### src/sv/jimj_pkg.sv
//------------------------------------------------------------------------------
// jimj_pkg: shared types and constants
// Widths, fixed-point constants and the front-to-back command word.
//------------------------------------------------------------------------------
`default_nettype none

package jimj_pkg;

    localparam int JOINTS_DEF      = 7;
    localparam int ANGLE_WIDTH_DEF = 20;
    localparam int GAIN_W          = 9;
    localparam int PACKED_W        = 63;
    localparam int DUR_W           = 24;
    localparam int THR_W           = 19;
    localparam int TIME_W          = 32;
    localparam int PERIOD_W        = 16;
    localparam int TORQUE_W        = 24;
    localparam int JIDX_W          = 3;
    localparam int MODE_W          = 2;

    localparam logic [11:0] CLOSE_LIMIT = 12'd3277;
    localparam logic [9:0]  FILT_OLD    = 10'd655;
    localparam logic [15:0] FILT_NEW    = 16'd64881;

    localparam logic [2:0] REG_STIFF = 3'd0;
    localparam logic [2:0] REG_DAMP  = 3'd1;
    localparam logic [2:0] REG_FIRST = 3'd2;
    localparam logic [2:0] REG_SAFE  = 3'd3;
    localparam logic [2:0] REG_THR   = 3'd4;

    localparam logic OP_SAMPLE = 1'b0;
    localparam logic OP_TARGET = 1'b1;

    localparam logic [1:0] MODE_HOLD   = 2'd0;
    localparam logic [1:0] MODE_FIRST  = 2'd1;
    localparam logic [1:0] MODE_SAFE   = 2'd2;
    localparam logic [1:0] MODE_DIRECT = 2'd3;

    // one classified input word handed from front to back
    typedef struct packed {
        logic                   op;
        logic [JIDX_W-1:0]      joint;
        logic [31:0]            position;   // widest allowed angle, sign extended
        logic [31:0]            velocity;
        logic [PERIOD_W-1:0]    period;
        logic                   closing;    // last joint of the set
    } cmd_t;

endpackage : jimj_pkg

`default_nettype wire

### src/sv/jimj_front.sv
//------------------------------------------------------------------------------
// jimj_front: input classifier and command queue
// Drops words for out-of-range joints, marks set closers, buffers in a FIFO.
//------------------------------------------------------------------------------
`default_nettype none

module jimj_front #(
    parameter int JOINTS      = jimj_pkg::JOINTS_DEF,
    parameter int ANGLE_WIDTH = jimj_pkg::ANGLE_WIDTH_DEF
) (
    input  wire logic                     aclk,
    input  wire logic                     aresetn,
    input  wire logic                     in_valid,
    output logic                          in_ready,
    input  wire logic                     in_op,
    input  wire logic [2:0]               in_joint,
    input  wire logic [ANGLE_WIDTH-1:0]   in_pos,
    input  wire logic [ANGLE_WIDTH-1:0]   in_vel,
    input  wire logic [15:0]              in_period,
    output logic                          cmd_valid,
    input  wire logic                     cmd_ready,
    output jimj_pkg::cmd_t                cmd
);

    localparam int DEPTH = 4;

    jimj_pkg::cmd_t  fifo_mem [DEPTH];
    logic [1:0]      wr_ptr_reg, rd_ptr_reg;
    logic [2:0]      count_reg;
    jimj_pkg::cmd_t  new_cmd;
    logic            keep, push, pop;

    always_comb begin
        new_cmd.op       = in_op;
        new_cmd.joint    = in_joint;
        new_cmd.position = 32'(signed'(in_pos));
        new_cmd.velocity = 32'(signed'(in_vel));
        new_cmd.period   = in_period;
        new_cmd.closing  = (32'(in_joint) == JOINTS - 1);
    end

    assign keep      = (32'(in_joint) < JOINTS);
    assign in_ready  = (count_reg != 3'(DEPTH));
    assign push      = in_valid && in_ready && keep;
    assign cmd_valid = (count_reg != 3'd0);
    assign pop       = cmd_valid && cmd_ready;
    assign cmd       = fifo_mem[rd_ptr_reg];

    always_ff @(posedge aclk) begin
        if (push) begin
            fifo_mem[wr_ptr_reg] <= new_cmd;
        end
        if (!aresetn) begin
            wr_ptr_reg <= '0;
            rd_ptr_reg <= '0;
            count_reg  <= '0;
        end else begin
            if (push) wr_ptr_reg <= wr_ptr_reg + 2'd1;
            if (pop)  rd_ptr_reg <= rd_ptr_reg + 2'd1;
            count_reg <= count_reg + 3'(push) - 3'(pop);
        end
    end

endmodule : jimj_front

`default_nettype wire

### config.mk
export PLATFORM = sky130hd
export DESIGN_NAME = jimj_front
export DESIGN_NICKNAME = d
export VERILOG_FILES = /design/src/sv/jimj_pkg.sv /design/src/sv/jimj_front.sv
export SDC_FILE = /design/constraint.sdc
export NUM_CORES = 1
export LEC_CHECK = 0
export BUFFER_PORTS_ARGS = -buffer_cell sky130_fd_sc_hd__buf_2
export CORE_ASPECT_RATIO = 1.4
export CORE_MARGIN = 2
export CORE_UTILIZATION = 45
export CTS_CLUSTER_DIAMETER = 100
export DETAILED_ROUTE_END_ITERATION = 16
export MAX_ROUTING_LAYER = met4
export PLACE_DENSITY = 0.72
export REMOVE_ABC_BUFFERS = 1
export SLEW_MARGIN = 0
export SYNTH_ARGS = -nofsm -noshare
export SYNTH_HDL_FRONTEND = slang
export SYNTH_SLANG_ARGS = --single-unit
### constraint.sdc
create_clock -name aclk -period 3.5 [get_ports aclk]
set_input_delay 0 -clock aclk [delete_from_list [all_inputs] [get_ports aclk]]
set_output_delay 0 -clock aclk [all_outputs]
set_load 0.03 [all_outputs]
---- Word level (Yosys, flattened, before mapping) ----
Memory sizes are Yosys's and may differ from the RTL's. A register that Yosys moved wholly into a read port is not among the register bits.
Cells that the tools add are included.
cells by class
  add/sub/neg operators ................... 4
  magnitude comparators ................... 1
  eq/ne operators ......................... 2
  multiplexer cells ....................... 4
  reductions and logical operators ........ 4
operators with widths
  kind                 number
  $add 2x1->2 const B  2
  $mux 2               2
  $add 3x1->3          1
  $eq 3x3->1 const B   1
  $logic_and 1x1->1    3
  $lt 3x3->1 const B   1
  $ne 3x3->1 const B   1
  $reduce_bool 3->1    1
  $sub 3x1->3          1
  $mux 1               2
storage, ports and cells
  bits in registers ....................... 7
  bits in writable memories ............... 340
  input port bits ......................... 64
  output and inout bits ................... 87
  word-level logic and storage cells ...... 19
  memories kept ........................... 1
memories
  name      depth  width  read ports  clocked after Yosys merged registers in  wr ports  line              source
  fifo_mem  4      85     1           1                                        1         jimj_front.sv:27  jimj_pkg::cmd_t fifo_mem [DEPTH];

---- Depth between registers and ports, before layout ----
  word-level depth ........................ 5
  depth in mapped cells ................... 11
  depth with buffers taken out ............ 10

---- Worst setup path after synthesis ----
OpenSTA, ideal clock, no wires.
  path type ............................... register to register
  start ................................... register count_reg[2]
  end ..................................... memory fifo_mem[1][0] in the netlist's numbering (enable)
  setup time .............................. 0.425 ns
  arrival time ............................ 2.435 ns
  required time ........................... 3.075 ns
  path slack .............................. 0.640 ns
  stages on the path, launching flop included .. 5
  buffers on the path ..................... 1
  clock period less this slack ............ 2.860 ns
  cells stage by stage .................... dfxtp_1 -> or3b_1 -> and3_1 -> buf_6 -> and2_1
on the way
  word-level cells in the longest chain between the ends .. 5
ends and longest elaborated chain
  what                             line              source
  start: declaration               jimj_front.sv:29  logic [2:0] count_reg;
  start signal: assignment         jimj_front.sv:60  count_reg <= count_reg + 3'(push) - 3'(pop);
  $ne 3x3->1                       jimj_front.sv:43  assign in_ready = (count_reg != 3'(DEPTH));
  via in_ready                     jimj_front.sv:14  output logic in_ready,
  $logic_and 1x1->1 (2 in series)  jimj_front.sv:44  assign push = in_valid && in_ready && keep;
  $mux 1                           jimj_front.sv:50  if (push) begin
  $mux 1 (implied by the code)     jimj_front.sv:51  fifo_mem[wr_ptr_reg] <= new_cmd;
  end: declaration                 jimj_front.sv:27
The timed path passes the listed nets, and every way through them passes these cells.

---- Worst setup path in the final report ----
  start ................................... register count_reg[2]
  end ..................................... register count_reg[2]
on the way
  word-level cells in the longest chain between the ends .. 5
  elaborated cells between the ends (all ways) .. 7
  classes of those cells .................. 2 x add/sub; 1 x eq/ne; 4 x reduce/logical
ends and longest elaborated chain
  what                             line
  $ne 3x3->1                       jimj_front.sv:43
  $logic_and 1x1->1 (2 in series)  jimj_front.sv:44
  $add 3x1->3                      jimj_front.sv:60
  $sub 3x1->3 (*)                  jimj_front.sv:60
Mark *: on every way between the ends. The rest lies on a longest branch, timed or not.
A chain may end at the register's enable or synchronous reset.

==> impl_metrics.csv <==
group,metric,value,unit
status,status,"completed",
place,dpl-instance-area,10300,um^2
clock_tree,numCtsBuffers,24,
place,hpwl,9920,um
timing,tightestPinTransition,0.961,ns
timing,fin_crit,2.54,ns
worst_setup_path,r2r_start,"count_reg[2]",
run,drv_cap,0,
timing,layout_setup_ws,0.956,ns
clock_tree,cts_resized,0,
drt,via_per_inst,5.10,
logic_synthesis,synth_cells,395,
drt,routedWlPerCell,19.7,um
logic_synthesis,ys_ff_latch,253,
layout,fillers,1505,
hold_path,min_from,"in_vel[15]",
hold_path,holdPathStages,2,
timing,slew_headroom,36.0,%
layout,final_area,11700,um^2
floorplanning,initial_core_util,45.9,%
grt,grt_first_pass_wirelength,26700,um
worst_setup_path,start_kind,"flip-flop",
grt,grt_max_degree,62,
worst_setup_path,cp.arrival,2.94,ns
logic_synthesis,yosys.area.top_type,"edfxtp_1",
drt,drt_wl_total,17100,um
floorplanning,die_w,126,um
timing,rsz0062_at_grt,"false",
drt,drc,0,
timing,hold_ws,0.253,ns
floorplanning,fp.dieArea,22200,um^2
place,pre_cts_slack,0.980,ns
hold_path,hold_class,"input port to flip-flop",
power,p_total,8810,uW
timing,finalCritPeriodShare,72.7,%
logic_synthesis,synth_area_leaders,"edfxtp_1 78%, mux4_2 15%, dfxtp_1 1.9%",
floorplanning,core,20600,um^2
layout,seqCellArea,7510,um^2
floorplanning,ios,151,
worst_setup_path,critPathKind,"flip-flop to flip-flop",
floorplanning,row_count,62,
logic_synthesis,synth-warning-count,0,
timing,max_clock_freq,393,MHz
grt,grt_pass1_vias,4917,
worst_setup_path,critPathRequiredTime,3.89,ns
clock_tree,cts-root-buf,"clkbuf_16",
layout,largest_reg_flops,244,
clock_tree,clk_transition_reported_paths,0.06,ns
worst_setup_path,end_kind,"flip-flop",
worst_setup_path,rrSetupSlack,0.96,ns
hold_path,hold_end,"fifo_mem[0][32]",
power,power_density,752,nW/um^2
timing,hold_viol_final,0,
logic_synthesis,syn-cell-area,9440,um^2
layout,area_delta_synth_final,24.1,%
drt,dr.pass1.iters,5,
clock_tree,htree_levels,1,
clock_tree,clock_path_buffers,3,
logic_synthesis,synth_top_area_share,77.6,%
floorplanning,die_y,175,um
drt,num_vias,4446,
place,port_buffers,150,
clock_tree,postCtsSetupRepairBufs,0,
grt,gr-total-overflow,0,
grt,grt_usage,16.1,%
logic_synthesis,yosysSeqAreaShare,79.5,%
logic_synthesis,synth.avg_cell_area,23.9,um^2
timing,final-setup-viol-count,0,
place,gp_congestion,0.735,
drt,postRouteAntennaNets,0,
worst_setup_path,reg2regPathDepth,10,
layout,final_util,57.0,%
timing,slew_violations,0,
layout,nets,668,
clock_tree,clkLatencyLatePin,0.50,ns
layout,antennaDiodeCount,0,
power,p_leak,0.00402,uW
clock_tree,hold_buffers,64,
layout,multi_input_area,1670,um^2
worst_setup_path,worstPathMaxFanout,7,
worst_setup_path,timing.rr.end,"count_reg[2]",
timing,fin_skew,0.00555,ns
logic_synthesis,yosysUniqueCellTypes,23,
grt,antenna_found_initial,0,
layout,drive_gt1_share,41.5,%
clock_tree,cts_sinks,253,
clock_tree,cts_tree,"yes",
drt,first_iter_violations,252,
power,ir_drop,576,uV
## how the worst max path moves through the flow
stage,start,endpoint,slack [ns],depth (start not counted)
global route,flip-flop,cmd[0],0.85,3
CTS,flip-flop,cmd[64],0.94,3
finish,count_reg[2],count_reg[2],0.96,10
global placement,count_reg[2],count_reg[2],1.15,10
floorplan,flip-flop,cmd[36],-1.00,1
detailed placement,count_reg[2],count_reg[2],0.98,10
## cell usage in the layout (no fill, tap or decap)
master,Yosys,final
o31a_2,1,1
ha_1,6,6
or3_2,1,1
clkinv_4,0,2
nand2_1,5,5
and2_4,0,4
dfxtp_1,9,7
dfxtp_4,0,1
dlygate4sd3_1,0,64
and3_1,1,1
clkinv_1,0,4
mux2i_1,2,2
clkbuf_1,8,6
fa_1,1,1
clkinv_2,0,4
xnor2_1,4,4
inv_1,6,6
clkinvlp_4,0,1
nand3_1,1,1
bufinv_16,0,2
buf_2,7,150
nor2_1,1,1
buf_12,0,2
clkbuf_16,0,25
edfxtp_1,244,244
dfxtp_2,0,1
and2_1,6,4
mux4_2,61,61
o311ai_0,1,1
or3b_1,1,1
nor2b_1,2,2
## power by group
group	switching [uW]	total, uW	internal [uW]
Clock	1030	2490	1460
Sequential	195	3830	3640
Combinational	1560	2490	936
Total	2780	8810	6030
## routing by layer
layer,GRT usage (%),vias up,wire [um]
met2,29.7,111,9800
met5,-,-,0
met4,5.04,0,364
met3,2.19,33,627
met1,18.0,2289,6340
li1,-,2013,-
## area by class of cell
class                      instances  area share [%]
tap                              256            2.73
multi-input combinational         96            14.2
sequential                       253            64.1
inverter                           6           0.192
clock inverter                    13            1.02
timing repair buffer             216            12.2
clock buffer                      31            5.53
## Yosys cell counts
cell type and instances:
and2_2 2, dfxtp_1 9, o31a_2 1, ha_1 6, nand3_1 1, xnor2_1 4, and3_1 1, fa_1 1
or3_2 1, clkbuf_1 8, buf_2 7, nor2b_1 2, buf_4 24, mux2i_1 2, and2_1 6, mux4_2 61
inv_1 6, o311ai_0 1, buf_6 1, nor2_1 1, edfxtp_1 244, nand2_1 5, or3b_1 1
## cells by family (layout without fill, tap and decap cells)
kind of cell    after synthesis  after routing  share of synthesized area [%]
flops                       253            253                           79.5
fa+ha+maj                     7              7                           1.01
buf+inv                      46            266                           2.95
mux                          63             63                           14.8
simple gates                 20             20                           1.22
xor+xnor                      4              4                          0.371
compound gates                2              2                          0.199
## per-stage QoR
step           setup TNS, ns  instances
2_1_floorplan         -26.13        355
3_3_place_gp               0        763
3_5_place_dp               0        763
4_1_cts                    0        871
5_1_grt                    0        871
6_report                   0        871
## worst max-delay path, stage by stage, from the launching register on
cell and delay (ns):
dfxtp_1 0.40, or3b_1 0.41, and3_1 0.30, inv_1 0.09, ha_1 0.14, inv_1 0.04
ha_1 0.20, fa_1 0.41, xnor2_1 0.15, xnor2_1 0.13, and2_1 0.16
Power figures use the tool's default switching activity.
